[src/rtl/core/sfcs_pkg.sv]
`default_nettype none
// ----------------------------------------------------------------------------
// SPI flash command sequencer package
// Request codes, flash opcodes and the types shared by the sequencer modules.
// ----------------------------------------------------------------------------
package sfcs_pkg;

    localparam int ADDR_WIDTH_DEFAULT = 24;
    localparam int STEP_WIDTH         = 4;

    typedef enum logic [2:0] {
        OP_READ    = 3'd0,
        OP_PROGRAM = 3'd1,
        OP_BLOCK   = 3'd2,
        OP_CHIP    = 3'd3,
        OP_ID      = 3'd4,
        OP_STATUS  = 3'd5,
        OP_POWER   = 3'd6,
        MODE_RESP  = 3'd7
    } op_t;

    localparam logic [7:0] CMD_WRSR        = 8'h01;
    localparam logic [7:0] CMD_PROGRAM     = 8'h02;
    localparam logic [7:0] CMD_READ        = 8'h03;
    localparam logic [7:0] CMD_RDSR        = 8'h05;
    localparam logic [7:0] CMD_WREN        = 8'h06;
    localparam logic [7:0] CMD_READ_ID     = 8'h90;
    localparam logic [7:0] CMD_RELEASE_PD  = 8'hAB;
    localparam logic [7:0] CMD_CHIP_ERASE  = 8'hC7;
    localparam logic [7:0] CMD_BLOCK_ERASE = 8'hD8;
    localparam logic [7:0] DUMMY_BYTE      = 8'h00;

    localparam logic KIND_TRANSFER = 1'b0;
    localparam logic KIND_REPLY    = 1'b1;

    typedef struct packed {
        logic                  busy;
        op_t                   op;
        logic [STEP_WIDTH-1:0] step;
        logic [7:0]            id_high;
    } ctrl_t;

    typedef struct packed {
        logic        valid;
        logic        kind;
        logic [7:0]  mosi_byte;
        logic        end_of_frame;
        logic [15:0] reply_value;
    } result_t;

endpackage : sfcs_pkg
`default_nettype wire

[src/rtl/core/sfcs_step.sv]
`default_nettype none
// ----------------------------------------------------------------------------
// SPI flash command sequencer step logic
// Decide the next transfer or host reply for one item and the next control
// state of the sequencer.
// ----------------------------------------------------------------------------
module sfcs_step #(
    parameter int ADDR_WIDTH = sfcs_pkg::ADDR_WIDTH_DEFAULT
) (
    input  wire logic [2:0]            mode,
    input  wire logic [23:0]           flash_address,
    input  wire logic [7:0]            miso_byte,
    input  wire sfcs_pkg::ctrl_t       ctrl,
    input  wire logic [ADDR_WIDTH-1:0] held_address,
    input  wire logic [7:0]            held_data,
    input  wire logic [7:0]            held_block,
    output sfcs_pkg::ctrl_t            ctrl_next,
    output logic                       load_request,
    output logic [ADDR_WIDTH-1:0]      address_masked,
    output sfcs_pkg::result_t          result
);
    import sfcs_pkg::*;

    logic [23:0]           addr_ext;
    op_t                   req_op;
    logic                  poll_busy;
    logic                  at_last;
    logic [STEP_WIDTH-1:0] step_inc;
    logic [8:0]            seq_out;

    function automatic logic [STEP_WIDTH-1:0] last_index(input op_t op);
        logic [STEP_WIDTH-1:0] idx;
        unique case (op)
            OP_READ:    idx = STEP_WIDTH'(6);
            OP_PROGRAM: idx = STEP_WIDTH'(7);
            OP_BLOCK:   idx = STEP_WIDTH'(6);
            OP_CHIP:    idx = STEP_WIDTH'(3);
            OP_ID:      idx = STEP_WIDTH'(5);
            OP_STATUS:  idx = STEP_WIDTH'(1);
            OP_POWER:   idx = STEP_WIDTH'(4);
            default:    idx = '0;
        endcase
        return idx;
    endfunction

    // {end_of_frame, byte} of transfer idx of sequence op
    function automatic logic [8:0] seq_byte(
        input op_t                   op,
        input logic [STEP_WIDTH-1:0] idx,
        input logic [23:0]           addr,
        input logic [7:0]            data,
        input logic [7:0]            blk
    );
        logic [8:0] r;
        r = {1'b1, DUMMY_BYTE};
        if ((op == OP_READ || op == OP_PROGRAM || op == OP_BLOCK || op == OP_CHIP)
            && idx < STEP_WIDTH'(2)) begin
            r = (idx == STEP_WIDTH'(1)) ? {1'b1, DUMMY_BYTE} : {1'b0, CMD_RDSR};
        end else begin
            unique case (op)
                OP_READ:
                begin
                    unique case (idx)
                        STEP_WIDTH'(2): r = {1'b0, CMD_READ};
                        STEP_WIDTH'(3): r = {1'b0, addr[23:16]};
                        STEP_WIDTH'(4): r = {1'b0, addr[15:8]};
                        STEP_WIDTH'(5): r = {1'b0, addr[7:0]};
                        default:        r = {1'b1, DUMMY_BYTE};
                    endcase
                end
                OP_PROGRAM:
                begin
                    unique case (idx)
                        STEP_WIDTH'(2): r = {1'b1, CMD_WREN};
                        STEP_WIDTH'(3): r = {1'b0, CMD_PROGRAM};
                        STEP_WIDTH'(4): r = {1'b0, addr[23:16]};
                        STEP_WIDTH'(5): r = {1'b0, addr[15:8]};
                        STEP_WIDTH'(6): r = {1'b0, addr[7:0]};
                        default:        r = {1'b1, data};
                    endcase
                end
                OP_BLOCK:
                begin
                    unique case (idx)
                        STEP_WIDTH'(2): r = {1'b1, CMD_WREN};
                        STEP_WIDTH'(3): r = {1'b0, CMD_BLOCK_ERASE};
                        STEP_WIDTH'(4): r = {1'b0, blk};
                        STEP_WIDTH'(5): r = {1'b0, DUMMY_BYTE};
                        default:        r = {1'b1, DUMMY_BYTE};
                    endcase
                end
                OP_CHIP:
                begin
                    r = (idx == STEP_WIDTH'(2)) ? {1'b1, CMD_WREN} : {1'b1, CMD_CHIP_ERASE};
                end
                OP_ID:
                begin
                    if (idx == '0) begin
                        r = {1'b0, CMD_READ_ID};
                    end else begin
                        r = {(idx >= STEP_WIDTH'(5)), DUMMY_BYTE};
                    end
                end
                OP_STATUS:
                begin
                    r = (idx == '0) ? {1'b0, CMD_RDSR} : {1'b1, DUMMY_BYTE};
                end
                OP_POWER:
                begin
                    unique case (idx)
                        STEP_WIDTH'(0): r = {1'b1, CMD_RELEASE_PD};
                        STEP_WIDTH'(1): r = {1'b1, CMD_WREN};
                        STEP_WIDTH'(2): r = {1'b0, CMD_WRSR};
                        STEP_WIDTH'(3): r = {1'b0, DUMMY_BYTE};
                        default:        r = {1'b1, DUMMY_BYTE};
                    endcase
                end
                default:
                begin
                    r = {1'b1, DUMMY_BYTE};
                end
            endcase
        end
        return r;
    endfunction

    assign address_masked = flash_address[ADDR_WIDTH-1:0];
    assign addr_ext       = 24'(held_address);
    assign req_op         = op_t'(mode);
    assign poll_busy      = (ctrl.op == OP_READ || ctrl.op == OP_PROGRAM
                             || ctrl.op == OP_BLOCK || ctrl.op == OP_CHIP)
                            && ctrl.step == STEP_WIDTH'(1) && miso_byte[0];
    assign at_last        = ctrl.step >= last_index(ctrl.op);
    assign step_inc       = ctrl.step + STEP_WIDTH'(1);

    always_comb
    begin
        ctrl_next    = ctrl;
        load_request = 1'b0;
        result       = '{valid: 1'b0, kind: KIND_TRANSFER, mosi_byte: DUMMY_BYTE,
                         end_of_frame: 1'b0, reply_value: 16'h0000};
        seq_out      = {1'b1, DUMMY_BYTE};
        if (req_op != MODE_RESP) begin
            if (!ctrl.busy) begin
                load_request   = 1'b1;
                ctrl_next.busy = 1'b1;
                ctrl_next.op   = req_op;
                ctrl_next.step = '0;
                seq_out        = seq_byte(req_op, '0, addr_ext, held_data, held_block);
                result.valid        = 1'b1;
                result.mosi_byte    = seq_out[7:0];
                result.end_of_frame = seq_out[8];
            end
        end else if (ctrl.busy) begin
            result.valid = 1'b1;
            if (poll_busy) begin
                ctrl_next.step      = '0;
                seq_out             = seq_byte(ctrl.op, '0, addr_ext, held_data, held_block);
                result.mosi_byte    = seq_out[7:0];
                result.end_of_frame = seq_out[8];
            end else begin
                if (ctrl.op == OP_ID && ctrl.step == STEP_WIDTH'(4)) begin
                    ctrl_next.id_high = miso_byte;
                end
                if (at_last) begin
                    ctrl_next.busy = 1'b0;
                    result.kind    = KIND_REPLY;
                    unique case (ctrl.op)
                        OP_READ,
                        OP_STATUS: result.reply_value = {8'h00, miso_byte};
                        OP_ID:     result.reply_value = {ctrl.id_high, miso_byte};
                        default:   result.reply_value = 16'h0000;
                    endcase
                end else begin
                    ctrl_next.step      = step_inc;
                    seq_out             = seq_byte(ctrl.op, step_inc, addr_ext,
                                                   held_data, held_block);
                    result.mosi_byte    = seq_out[7:0];
                    result.end_of_frame = seq_out[8];
                end
            end
        end
    end

endmodule : sfcs_step
`default_nettype wire

[src/rtl/core/spi_flash_command_sequencer.sv]
`default_nettype none
// ----------------------------------------------------------------------------
// SPI flash command sequencer
// Turn host requests and flash response bytes into SPI byte transfers and
// host replies.
// ----------------------------------------------------------------------------
// Pipeline: an item taken into the input register goes through the step logic
// into the result register (input register, step logic, result register).
// Throughput: one item per cycle; the input stalls only while the input
// register holds an item and the result register is full and stalled.
// Reset: asynchronous, active low; the sequencer returns to idle and both
// pipeline registers empty.
module spi_flash_command_sequencer #(
    parameter int ADDR_WIDTH = sfcs_pkg::ADDR_WIDTH_DEFAULT
) (
    input  wire logic        clk,
    input  wire logic        rst_n,
    input  wire logic        in_valid,
    output logic             in_stall,
    input  wire logic [2:0]  mode,
    input  wire logic [23:0] flash_address,
    input  wire logic [7:0]  write_byte,
    input  wire logic [7:0]  block_number,
    input  wire logic [7:0]  miso_byte,
    output logic             out_valid,
    input  wire logic        out_stall,
    output logic             kind,
    output logic [7:0]       mosi_byte,
    output logic             end_of_frame,
    output logic [15:0]      reply_value
);
    import sfcs_pkg::*;

    logic                  in_valid_reg;
    logic [2:0]            mode_reg;
    logic [23:0]           address_reg;
    logic [7:0]            write_byte_reg;
    logic [7:0]            block_reg;
    logic [7:0]            miso_reg;

    ctrl_t                 ctrl_reg;
    ctrl_t                 ctrl_next;
    logic [ADDR_WIDTH-1:0] held_address_reg;
    logic [7:0]            held_data_reg;
    logic [7:0]            held_block_reg;

    result_t               out_reg;
    result_t               step_result;
    logic                  load_request;
    logic [ADDR_WIDTH-1:0] address_masked;
    logic                  advance;
    logic                  in_accept;

    assign advance   = !out_reg.valid || !out_stall;
    assign in_stall  = in_valid_reg && !advance;
    assign in_accept = in_valid && !in_stall;

    sfcs_step #(
        .ADDR_WIDTH (ADDR_WIDTH)
    ) u_step (
        .mode           (mode_reg),
        .flash_address  (address_reg),
        .miso_byte      (miso_reg),
        .ctrl           (ctrl_reg),
        .held_address   (held_address_reg),
        .held_data      (held_data_reg),
        .held_block     (held_block_reg),
        .ctrl_next      (ctrl_next),
        .load_request   (load_request),
        .address_masked (address_masked),
        .result         (step_result)
    );

    always_ff @(posedge clk or negedge rst_n)
    begin
        if (!rst_n) begin
            in_valid_reg <= 1'b0;
            ctrl_reg     <= '{busy: 1'b0, op: OP_READ, step: '0, id_high: 8'h00};
            out_reg      <= '0;
        end else begin
            if (!in_stall) begin
                in_valid_reg <= in_accept;
            end
            if (advance) begin
                if (in_valid_reg) begin
                    ctrl_reg      <= ctrl_next;
                    out_reg.valid <= step_result.valid;
                    if (step_result.valid) begin
                        out_reg.kind         <= step_result.kind;
                        out_reg.mosi_byte    <= step_result.mosi_byte;
                        out_reg.end_of_frame <= step_result.end_of_frame;
                        out_reg.reply_value  <= step_result.reply_value;
                    end
                end else begin
                    out_reg.valid <= 1'b0;
                end
            end
        end
    end

    always_ff @(posedge clk)
    begin
        if (in_accept) begin
            mode_reg       <= mode;
            address_reg    <= flash_address;
            write_byte_reg <= write_byte;
            block_reg      <= block_number;
            miso_reg       <= miso_byte;
        end
        if (advance && in_valid_reg && load_request) begin
            held_address_reg <= address_masked;
            held_data_reg    <= write_byte_reg;
            held_block_reg   <= block_reg;
        end
    end

    assign out_valid    = out_reg.valid;
    assign kind         = out_reg.kind;
    assign mosi_byte    = out_reg.mosi_byte;
    assign end_of_frame = out_reg.end_of_frame;
    assign reply_value  = out_reg.reply_value;

endmodule : spi_flash_command_sequencer
`default_nettype wire
[config.mk]
export PLATFORM = sky130hd
export DESIGN_NAME = spi_flash_command_sequencer
export DESIGN_NICKNAME = d
export VERILOG_FILES = /design/src/rtl/core/sfcs_pkg.sv /design/src/rtl/core/sfcs_step.sv /design/src/rtl/core/spi_flash_command_sequencer.sv
export SDC_FILE = /design/constraint.sdc
export NUM_CORES = 1
export LEC_CHECK = 0
export BUFFER_PORTS_ARGS = -buffer_cell sky130_fd_sc_hd__buf_2
export CELL_PAD_IN_SITES_DETAIL_PLACEMENT = 0
export CELL_PAD_IN_SITES_GLOBAL_PLACEMENT = 1
export CORE_UTILIZATION = 42
export CTS_CLUSTER_SIZE = 10
export DETAILED_ROUTE_END_ITERATION = 10
export PLACE_DENSITY_LB_ADDON = 0.1
export SYNTH_ARGS = -nofsm -noshare
export SYNTH_HDL_FRONTEND = slang
export SYNTH_SLANG_ARGS = --single-unit
[constraint.sdc]
create_clock -name clk -period 2.9 [get_ports clk]
set_clock_uncertainty 0.1 [all_clocks]
set_input_delay 0.29 -clock clk [delete_from_list [all_inputs] [get_ports clk]]
set_output_delay 0.29 -clock clk [all_outputs]
set_load 0.02 [all_outputs]
==> results of run 1 <==
[cell families after synthesis]
group,after synthesis
buffers and inverters,37
adder cells (fa/ha/maj),11
AND/OR/NAND/NOR,127
XOR/XNOR,1
multiplexers,13
flip-flops,135
AO/OA/AOI/OAI,144
[worst max-delay path by stage]
stage,from,endpoint,slack [ns],cells after the start
after global routing,ctrl_reg[8]$_DFFE_PN0P_,mosi_byte[2]$_DFFE_PN0P_,-0.006,8
final,ctrl_reg[8]$_DFFE_PN0P_,mosi_byte[2]$_DFFE_PN0P_,0.11,8
after detailed placement,ctrl_reg[8]$_DFFE_PN0P_,mosi_byte[5]$_DFFE_PN0P_,0.1,8
after CTS,ctrl_reg[8]$_DFFE_PN0P_,mosi_byte[5]$_DFFE_PN0P_,0.07,8
after floorplan,ctrl_reg[14]$_DFFE_PN0P_,mosi_byte[5]$_DFFE_PN0P_,0.02,11
after global placement,ctrl_reg[8]$_DFFE_PN0P_,mosi_byte[5]$_DFFE_PN0P_,0.21,8
[cell type report]
type,count,area [um2],area share [%]
Sequential cell,135,3834,48.40
Timing Repair Buffer,165,1169,14.76
Multi-Input combinational cell,296,2053,25.92
Clock buffer,17,425.4,5.371
Clock inverter,15,168.9,2.133
Tap cell,180,225.2,2.844
Inverter,12,45.04,0.5687
[synth_stat cells (5+ instances only)]
cell | instances | area [um2]
edfxtp_1 | 91 | 2733
dfrtp_1 | 44 | 1101
a21oi_1 | 30 | 150.1
nand2_1 | 25 | 93.84
o21ai_0 | 23 | 115.1
clkbuf_1 | 20 | 75.07
a22o_1 | 19 | 166.4
nor3_1 | 18 | 90.09
nand3_1 | 16 | 80.08
nor2_1 | 16 | 60.06
inv_1 | 12 | 45.04
ha_1 | 11 | 137.6
mux2_2 | 11 | 123.9
and2_1 | 8 | 50.05
nand2b_1 | 7 | 43.79
a211oi_1 | 6 | 45.04
a22oi_1 | 6 | 45.04
a31oi_1 | 6 | 37.54
and3_1 | 6 | 37.54
o211ai_1 | 6 | 45.04
a222oi_1 | 5 | 50.05
[repair_timing]
item / CTS / global route
setup buffers: 0 / 2
endpoints found under the setup margin: 0 / 13
gates resized for setup: 0 / 1
hold buffers: 54 / 0
endpoints found under the hold margin: 97 / 0
[layer usage]
metal,global-route usage (%),share of wire [%]
met1,29.80,45
met2,33.51,47
met3,4.775,6.1
met4,9.568,2.0
met5,0,0
[power breakdown]
part / switching [W] / total, W / internal (W)
clock: 0.000866 / 0.00215 / 0.00129
sequential: 0.0000666 / 0.00224 / 0.00218
combinational: 0.000659 / 0.00107 / 0.000407
total: 0.00159 / 0.00546 / 0.00387
[worst max-delay path, cell delays in order (launching register included)]
cell and delay [ns]:
dfrtp_1 0.55, inv_1 0.14, ha_1 0.30, nand2b_1 0.15, a2111oi_2 0.51, nor2_1 0.10, a211oi_1 0.39, o21ai_0 0.28
a31oi_1 0.19
[through the flow]
step / setup WS, ns / cells / hold WS, ns / cell area, um2 / total power [W]
after floorplan: 0.01587 / 468 / -0.1056 / 6037 / 0.002920
final: 0.1069 / 820 / 0.3157 / 7920 / 0.005463
after CTS: 0.07462 / 818 / 0.3180 / 7899 / 0.005490
after global routing: -0.005629 / 820 / 0.3237 / 7920 / 0.005702
after detailed placement: 0.09508 / 732 / 0.3045 / 6764 / 0.003268
after global placement: 0.2126 / 732 / 0.3058 / 6764 / 0.003258
[placed cells by master (no fill, tap or decap), types with 7 or more instances in the layout]
master,synthesis,routed
nand2b_1,7,7
dlygate4sd3_1,0,54
o21ai_0,23,23
edfxtp_1,91,91
a21oi_1,30,30
buf_4,0,29
nor3_1,18,18
buf_2,1,82
inv_1,12,12
nand3_1,16,16
nand2_1,25,25
clkbuf_16,0,17
ha_1,11,11
a22o_1,19,19
dfrtp_1,44,44
nor2_1,16,16
and2_1,8,7
mux2_2,11,11
==> qor.yml, run 1 <==
critical_path:
  cp-end-kind: "flop"
  crit_fanout: 11
  arrival_ns: 3.03
  required_ns: 3.14
  start_kind: "flop"
  r2r_end: "mosi_byte[2]$_DFFE_PN0P_"
  reg2reg_setup_slack_ns: 0.11
  path_class: "flop to flop"
  reg2reg_from: "ctrl_reg[8]$_DFFE_PN0P_"
  rr_worst_depth: 8
pwr:
  vdd_drop_max_mv: 0.6390
  power_density_nw_per_um2: 689.8
  p_leak_nw: 3.253
grt:
  track_usage_pct: 21.85
  grt.overflow.total: 0
  grt_max_degree: 52
  grt_pass1_vias: 4397
  grt_pass1_wl_mm: 23.87
  antenna_found_initial: 0
yosys:
  muxShareOfSynthArea_pct: 2.384
  synth_warnings: 0
  synth_edf_count: 91
  synth_seq_area_share_pct: 63.53
  yosys.area_share.xor_xnor_pct: 0.1451
  syn_inst: 468
  synth_top_family_by_area: "compound AO/OA/AOI/OAI gates"
  synthFlopType: "edfxtp_1"
  synth-seq-cells: 135
  yosys.cell_types.count: 66
  synth_fa_ha_area_share_pct: 2.281
  synth-compound-area-share_pct: 17.44
  synth-simple-area-share_pct: 11.65
  synth_area_um2: 6035
  synth_area_per_cell_um2: 12.89
  synth_nets: 534
  async_reset_ff_share_pct: 32.59
finish:
  insertedDiodeCount: 0
  finalNetCount: 693
  utilization_pct: 56.84
  fillers: 1158
  syn_to_final_growth_pct: 31.25
  drive_gt1_share_pct: 26.72
clock_tree:
  root_buffer: "clkbuf_16"
  clockBufferDepth: 2
  cts-htree-levels: 4
  cts.reportedPaths.clkPinSlew_ns: 0.06
  clk_latency_ns: 0.42
  clock-sinks: 135
  cts_tree: "yes"
  cts_inserted_buffers: 17
route:
  routedWlPerCell_um: 18.51
  vias: 4561
  drt_iter0_drc: 436
  wirelength_mm: 15.18
  firstDrtPassIters: 5
  postRouteAntennaNets: 0
  drc: 0
  vias_per_cell: 5.562
worst_hold_path:
  min_path_type: "flop to flop"
  min_from: "address_reg[10]$_DFFE_PP_"
  worst_hold_path.endpoint: "held_address_reg[10]$_DFFE_PP_"
  hold_depth: 0
sta:
  period_minus_slack_ns: 2.793
  worstMarginPinSlew_ns: 1.095
  post-route-period-util_pct: 96.32
  maxSlewViolCount: 0
  setup_viol: 0
  max_freq_mhz: 358.0
  max_slew_margin_pct: 26.99
  finalHoldViolCount: 0
  setup-tns-final_ns: 0
  rsz0062_at_grt: "yes"
floorplanning:
  die_x_um: 121.9
  dieArea_um2: 14850
  ios: 83
  rows: 43
  start_util_pct: 43.31
  coreArea_um2: 13930
  die_y_um: 121.9
placement:
  hpwl_mm: 10.16
  portBuffers: 82
  gp_congestion: 0.8471
run_status:
  status: "finished clean"
job:
  max_cap_violations: 0
Note: power is estimated with default switching activity, not from simulation.
==> run 2: changes to the inputs <==
--- a/config.mk
+++ b/config.mk
@@ -8,10 +8,12 @@
 export BUFFER_PORTS_ARGS = -buffer_cell sky130_fd_sc_hd__buf_2
 export CELL_PAD_IN_SITES_DETAIL_PLACEMENT = 0
 export CELL_PAD_IN_SITES_GLOBAL_PLACEMENT = 1
-export CORE_UTILIZATION = 42
+export CORE_UTILIZATION = 44
+export CTS_BUF_LIST = sky130_fd_sc_hd__clkbuf_8
 export CTS_CLUSTER_SIZE = 10
 export DETAILED_ROUTE_END_ITERATION = 10
 export PLACE_DENSITY_LB_ADDON = 0.1
+export SLEW_MARGIN = 0
 export SYNTH_ARGS = -nofsm -noshare
 export SYNTH_HDL_FRONTEND = slang
 export SYNTH_SLANG_ARGS = --single-unit
==> run 2 against run 1 <==
Clock power is 33% lower. Worst hold slack better by 0.0057 ns. Die area is 4.5% lower. Cell count is 0.61% lower. Global-route usage is 0.65 points higher. Sequential share of layout area is 1.5 points higher. Critical path type unchanged. Critical endpoint is now mosi_byte[5]$_DFFE_PN0P_. Largest power group unchanged.
==> qor.yml, run 2 (synthesis results as in run 1) <==
critical_path:
  reg2reg_from: "ctrl_reg[8]$_DFFE_PN0P_"
  path_class: "flop to flop"
  slowest_stage: "dfrtp_2"
  required_ns: 3.12
  reg2reg_setup_slack_ns: 0.11
  startpoint: "ctrl_reg[8]$_DFFE_PN0P_"
  r2r_end: "mosi_byte[5]$_DFFE_PN0P_"
  rr_worst_depth: 9
  start_kind: "flop"
  cpPeakStageDelay_ns: 0.49
  cpLargestDelayFamily: "simple AND/OR/NAND/NOR gates"
  cp.depth: 9
  cp-end-kind: "flop"
  crit_top_cell: "buf_4"
  crit_chain: "ha_1 -> buf_4 -> or3_1 -> o31a_1 -> nor3_2 -> nor4_4 -> buf_4 -> o311a_1 -> a211o_1"
  endpoint: "mosi_byte[5]$_DFFE_PN0P_"
  crit_fanout: 11
  cp.buffers_inverters: 2
  arrival_ns: 3.00
floorplanning:
  dieArea_um2: 14190
  die_x_um: 119.1
  coreArea_um2: 13300
  ios: 83
  rows: 42
  die_y_um: 119.1
  start_util_pct: 45.39
grt:
  antenna_found_initial: 0
  grt_pass1_wl_mm: 23.94
  track_usage_pct: 22.50
  grt_pass1_vias: 4543
  grt.overflow.total: 0
  grt_max_degree: 52
finish:
  layout_common_cells: "edfxtp_1 (91), buf_2 (82), dlygate4sd3_1 (54), dfrtp_1 (42), a21oi_1 (30)"
  stdcell_area_um2: 7686
  fillers: 1111
  syn_to_final_growth_pct: 27.37
  finalNetCount: 692
  final_cells: 815
  insertedDiodeCount: 0
  utilization_pct: 57.81
  final_common_cell: "edfxtp_1"
  drive_gt1_share_pct: 26.92
sta:
  max_slew_margin_pct: 31.00
  worstMarginPinSlew_ns: 1.035
  finalHoldViolCount: 0
  post-route-period-util_pct: 96.17
  period_minus_slack_ns: 2.789
  max_freq_mhz: 358.6
  rsz0062_at_grt: "no"
  setup-tns-final_ns: 0
  maxSlewViolCount: 0
  setup_viol: 0
  fin_ws_ns: 0.1110
clock_tree:
  clockBufferDepth: 2
  clock-sinks: 135
  cts_tree: "yes"
  clk_latency_ns: 0.44
  cts.reportedPaths.clkPinSlew_ns: 0.08
  cts-htree-levels: 4
  root_buffer: "clkbuf_8"
  cts_inserted_buffers: 17
route:
  vias: 4564
  postRouteAntennaNets: 0
  firstDrtPassIters: 6
  drt_iter0_drc: 375
  routedWlPerCell_um: 18.06
  vias_per_cell: 5.600
  wirelength_mm: 14.72
  drc: 0
placement:
  pre_cts_ws_ns: 0.04904
  portBuffers: 82
  gp_congestion: 0.8433
  place_inst: 727
  placed_area_um2: 6751
  hpwl_mm: 9.912
pwr:
  power_switching_w: 0.001459
  p_seq_share_pct: 47.1
  p_clk_share_pct: 30.1
  p_comb_share_pct: 22.8
  vdd_drop_max_mv: 0.3830
  p_int_w: 0.003307
  power_density_nw_per_um2: 620.1
  p_sw_share_pct: 30.61
  p_leak_nw: 3.154
worst_hold_path:
  min_path_type: "flop to flop"
run_status:
  status: "finished clean"
job:
  max_cap_violations: 0
==> run 2: changes by cell type in the layout (fill, tap and decap cells not counted) <==
cell / delta
inv_6: +1
clkinv_2: +2
inv_8: -3
clkinv_1: -1
clkbuf_16: -17
dfrtp_1: -2
clkinvlp_4: -1
clkbuf_8: +18
inv_4: +1
inv_1: +1
buf_4: -1
dfrtp_2: +2
bufinv_16: -1
==> run 2: stage by stage <==
stage	hold slack (ns)	total power [W]
floorplan	-0.1056	0.002920
global placement	0.3062	0.003290
detailed placement	0.3045	0.003296
CTS	0.3223	0.004796
global route	0.3265	0.004994
finish	0.3213	0.004766
==> run 2: cell type report <==
| cell class | count | area (um2) | share of cell area, % |
|---|---|---|---|
| Inverter | 12 | 45.04 | 0.5860 |
| Clock buffer | 18 | 247.7 | 3.223 |
| Clock inverter | 14 | 122.6 | 1.595 |
| Multi-Input combinational cell | 296 | 2053 | 26.71 |
| Tap cell | 176 | 220.2 | 2.865 |
| Timing Repair Buffer | 164 | 1161 | 15.11 |
| Sequential cell | 135 | 3836 | 49.91 |
==> run 2: how the worst min path moves through the flow <==
stage / startpoint / endpoint / slack (ns) / depth (start not counted)
3_5_place_dp: address_reg[21]$_DFFE_PP_ / held_address_reg[21]$_DFFE_PP_ / 0.30 / 0
5_1_grt: address_reg[9]$_DFFE_PP_ / held_address_reg[9]$_DFFE_PP_ / 0.33 / 0
4_1_cts: address_reg[21]$_DFFE_PP_ / held_address_reg[21]$_DFFE_PP_ / 0.32 / 0
2_1_floorplan: rst_n / ctrl_reg[0]$_DFFE_PN0P_ / -0.11 / 0
6_report: address_reg[21]$_DFFE_PP_ / held_address_reg[21]$_DFFE_PP_ / 0.32 / 0
3_3_place_gp: address_reg[5]$_DFFE_PP_ / held_address_reg[5]$_DFFE_PP_ / 0.31 / 0
==> run 2: routing by layer <==
layer	vias to the layer above	wire length, um	track usage (%)	share of wire (%)
li1	2155	-	-	-
met1	2253	6617	29.84	45
met2	143	7202	36.23	49
met3	13	700	5.029	4.8
met4	0	201	8.149	1.4
met5	-	0	0	0
==> run 2: worst reg2reg max path, delay by kind of cell (launching register included) <==
family	cells	cell delay [ns]
AOI/OAI and AO/OA	3	0.62
adders and majority gates	1	0.32
buffers and inverters	2	0.39
DFF	1	0.49
and+or+nand+nor	3	0.74
==> run 2: timing repair <==
item / CTS / global route
endpoints found under the hold margin: 97 / 0
hold buffers: 54 / 0
buffers inserted: 0 / 2
setup endpoints to repair: 0 / 14
gates resized for setup: 0 / 3
==> run 2: power by group through the flow <==
| stage | Sequential, W | Combinational [W] | Clock [W] |
|---|---|---|---|
| final | 0.00224 | 0.00109 | 0.00143 |
| after global routing | 0.00226 | 0.00119 | 0.00155 |
| after CTS | 0.00224 | 0.00107 | 0.00148 |
| after detailed placement | 0.00229 | 0.00101 | 0 |
| after global placement | 0.00228 | 0.00101 | 0 |
| after floorplan | 0.00229 | 0.000627 | 0 |
==> run 3: changes to the inputs <==
==> constraint.sdc (replaced) <==
create_clock -name clk -period 2.3 [get_ports clk]
set_clock_uncertainty 0.1 [all_clocks]
set_input_delay 0.23 -clock clk [delete_from_list [all_inputs] [get_ports clk]]
set_output_delay 0.23 -clock clk [all_outputs]
set_load 0.02 [all_outputs]
==> run 3 against run 2 <==
The flow now finishes with violations (setup timing). Sequential power increased by 26%. Cell count rose by 7.6%. Total power is 39% higher. Register-to-register slack got worse by 0.18 ns. Global-route usage rose by 1.2 points. Non-clock buffer count is 62 higher. Critical path depth grew 2. Critical path type unchanged. Largest cell class unchanged.
==> qor.yml, run 3 (synthesis results as in run 1) <==
floorplanning:
  die_y_um: 119.1
  die_x_um: 119.1
  coreArea_um2: 13300
  start_util_pct: 45.39
  ios: 83
  dieArea_um2: 14190
  rows: 42
sta:
  period_minus_slack_ns: 2.369
  finalHoldViolCount: 0
  setup_viol: 22
  max_slew_margin_pct: 66.52
  post-route-period-util_pct: 103.0
  rsz0062_at_grt: "yes"
  fin_ws_ns: -0.06916
  max_freq_mhz: 422.1
  worstMarginPinSlew_ns: 0.5022
  maxSlewViolCount: 0
clock_tree:
  cts_inserted_buffers: 17
  root_buffer: "clkbuf_8"
  cts.reportedPaths.clkPinSlew_ns: 0.08
  clk_latency_ns: 0.44
  cts-htree-levels: 4
  cts_tree: "yes"
  clockBufferDepth: 2
  clock-sinks: 135
pwr:
  vdd_drop_max_mv: 0.5934
  p_int_w: 0.004644
  power_density_nw_per_um2: 780.3
  p_clk_share_pct: 30.3
  power_switching_w: 0.001979
  finalPower_w: 0.006623
  p_seq_share_pct: 42.8
  p_comb_share_pct: 26.9
  p_sw_share_pct: 29.88
  p_leak_nw: 3.563
placement:
  placed_area_um2: 7236
  hpwl_mm: 11.11
  gp_congestion: 0.8725
  portBuffers: 82
route:
  drc: 0
  drt_iter0_drc: 307
  postRouteAntennaNets: 0
  firstDrtPassIters: 6
  wirelength_mm: 15.87
  routedWlPerCell_um: 18.09
  vias: 4763
  vias_per_cell: 5.431
job:
  max_cap_violations: 0
critical_path:
  start_kind: "flop"
  crit_fanout: 8
  arrival_ns: 2.59
  required_ns: 2.53
  path_class: "flop to flop"
  cp-end-kind: "flop"
run_status:
  violations: "setup timing"
  status: "complete, but fails checks"
grt:
  track_usage_pct: 23.69
  antenna_found_initial: 0
  grt.overflow.total: 0
  grt_pass1_vias: 4894
  grt_pass1_wl_mm: 25.30
  grt_max_degree: 52
finish:
  final_common_cell: "edfxtp_1"
  layout_common_cells: "edfxtp_1 (91), buf_2 (82), buf_4 (79), dlygate4sd3_1 (54), dfrtp_1 (40)"
  drive_gt1_share_pct: 38.52
  syn_to_final_growth_pct: 40.64
  insertedDiodeCount: 0
  finalNetCount: 754
  stdcell_area_um2: 8487
  utilization_pct: 63.83
worst_hold_path:
  min_path_type: "input pin to asynchronous set/reset pin"
[run 3: path summary, 6_finish.rpt]
path | startpoint | to | cells past startpoint | slack [ns]
worst min register to register | address_reg[0]$_DFFE_PP_ | held_address_reg[0]$_DFFE_PP_ | 0 | 0.32
worst max-delay path | ctrl_reg[14]$_DFFE_PN0P_ | reply_value[5]$_DFFE_PN0P_ | 11 | -0.07
max in group asynchronous | rst_n | reply_value[11]$_DFFE_PN0P_ | 3 | 1.21
min in group clk | address_reg[0]$_DFFE_PP_ | held_address_reg[0]$_DFFE_PP_ | 0 | 0.32
worst min-delay path | rst_n | ctrl_reg[10]$_DFFE_PN0P_ | 2 | 0.14
worst max register to register | ctrl_reg[14]$_DFFE_PN0P_ | reply_value[5]$_DFFE_PN0P_ | 11 | -0.07
[run 3: per-stage QoR]
step	hold slack (ns)	TNS [ns]	std cells	worst slack, ns
after global placement	0.06766	-3.668	783	-0.1961
after floorplan	-0.1656	-2.786	468	-0.1918
after global routing	0.1628	-3.763	877	-0.1756
final	0.1430	-1.036	877	-0.06916
after detailed placement	0.07979	-5.655	783	-0.2958
after CTS	0.1225	-1.136	876	-0.08994
[run 3: routing by layer]
layer | vias to the layer above | part of all wire, % | GRT usage, %
li1 | 2277 | - | -
met1 | 2357 | 45 | 31.26
met2 | 115 | 50 | 39.50
met3 | 14 | 4.1 | 4.454
met4 | 0 | 1.2 | 7.437
met5 | - | 0 | 0
[run 3: what timing repair did]
item / CTS / global route
pin swaps: 13 / 16
hold endpoints to repair: 68 / 0
endpoints found under the setup margin: 33 / 38
hold buffers: 54 / 0
gates resized for setup: 25 / 32
buffers inserted: 7 / 3
[run 3: layout make-up]
| class | instances | area, um2 |
|---|---|---|
| Clock inverter | 14 | 156.4 |
| Clock buffer | 18 | 247.7 |
| Multi-Input combinational cell | 296 | 2276 |
| Inverter | 12 | 45.04 |
| Timing Repair Buffer | 226 | 1703 |
| Fill cell | 1005 | 4808 |
| Tap cell | 176 | 220.2 |
| Sequential cell | 135 | 3839 |
[run 3: critical path, stage by stage (launching register included)]
cell       delay (ns)
dfrtp_2          0.46
nor2_4           0.11
a21oi_2          0.04
ha_1             0.28
nand2b_4         0.15
a2111oi_4        0.35
buf_4            0.20
nor3b_4          0.05
nand3_4          0.11
nor3_4           0.06
buf_12           0.14
a22o_1           0.19
[run 3: power by group through the flow]
stage          sequential, W  combinational, W  clock [W]
2_1_floorplan        0.00289          0.000913          0
3_3_place_gp         0.00287           0.00154          0
3_5_place_dp         0.00287           0.00155          0
4_1_cts              0.00283           0.00172    0.00205
5_1_grt              0.00285           0.00191    0.00215
6_report             0.00283           0.00178    0.00201
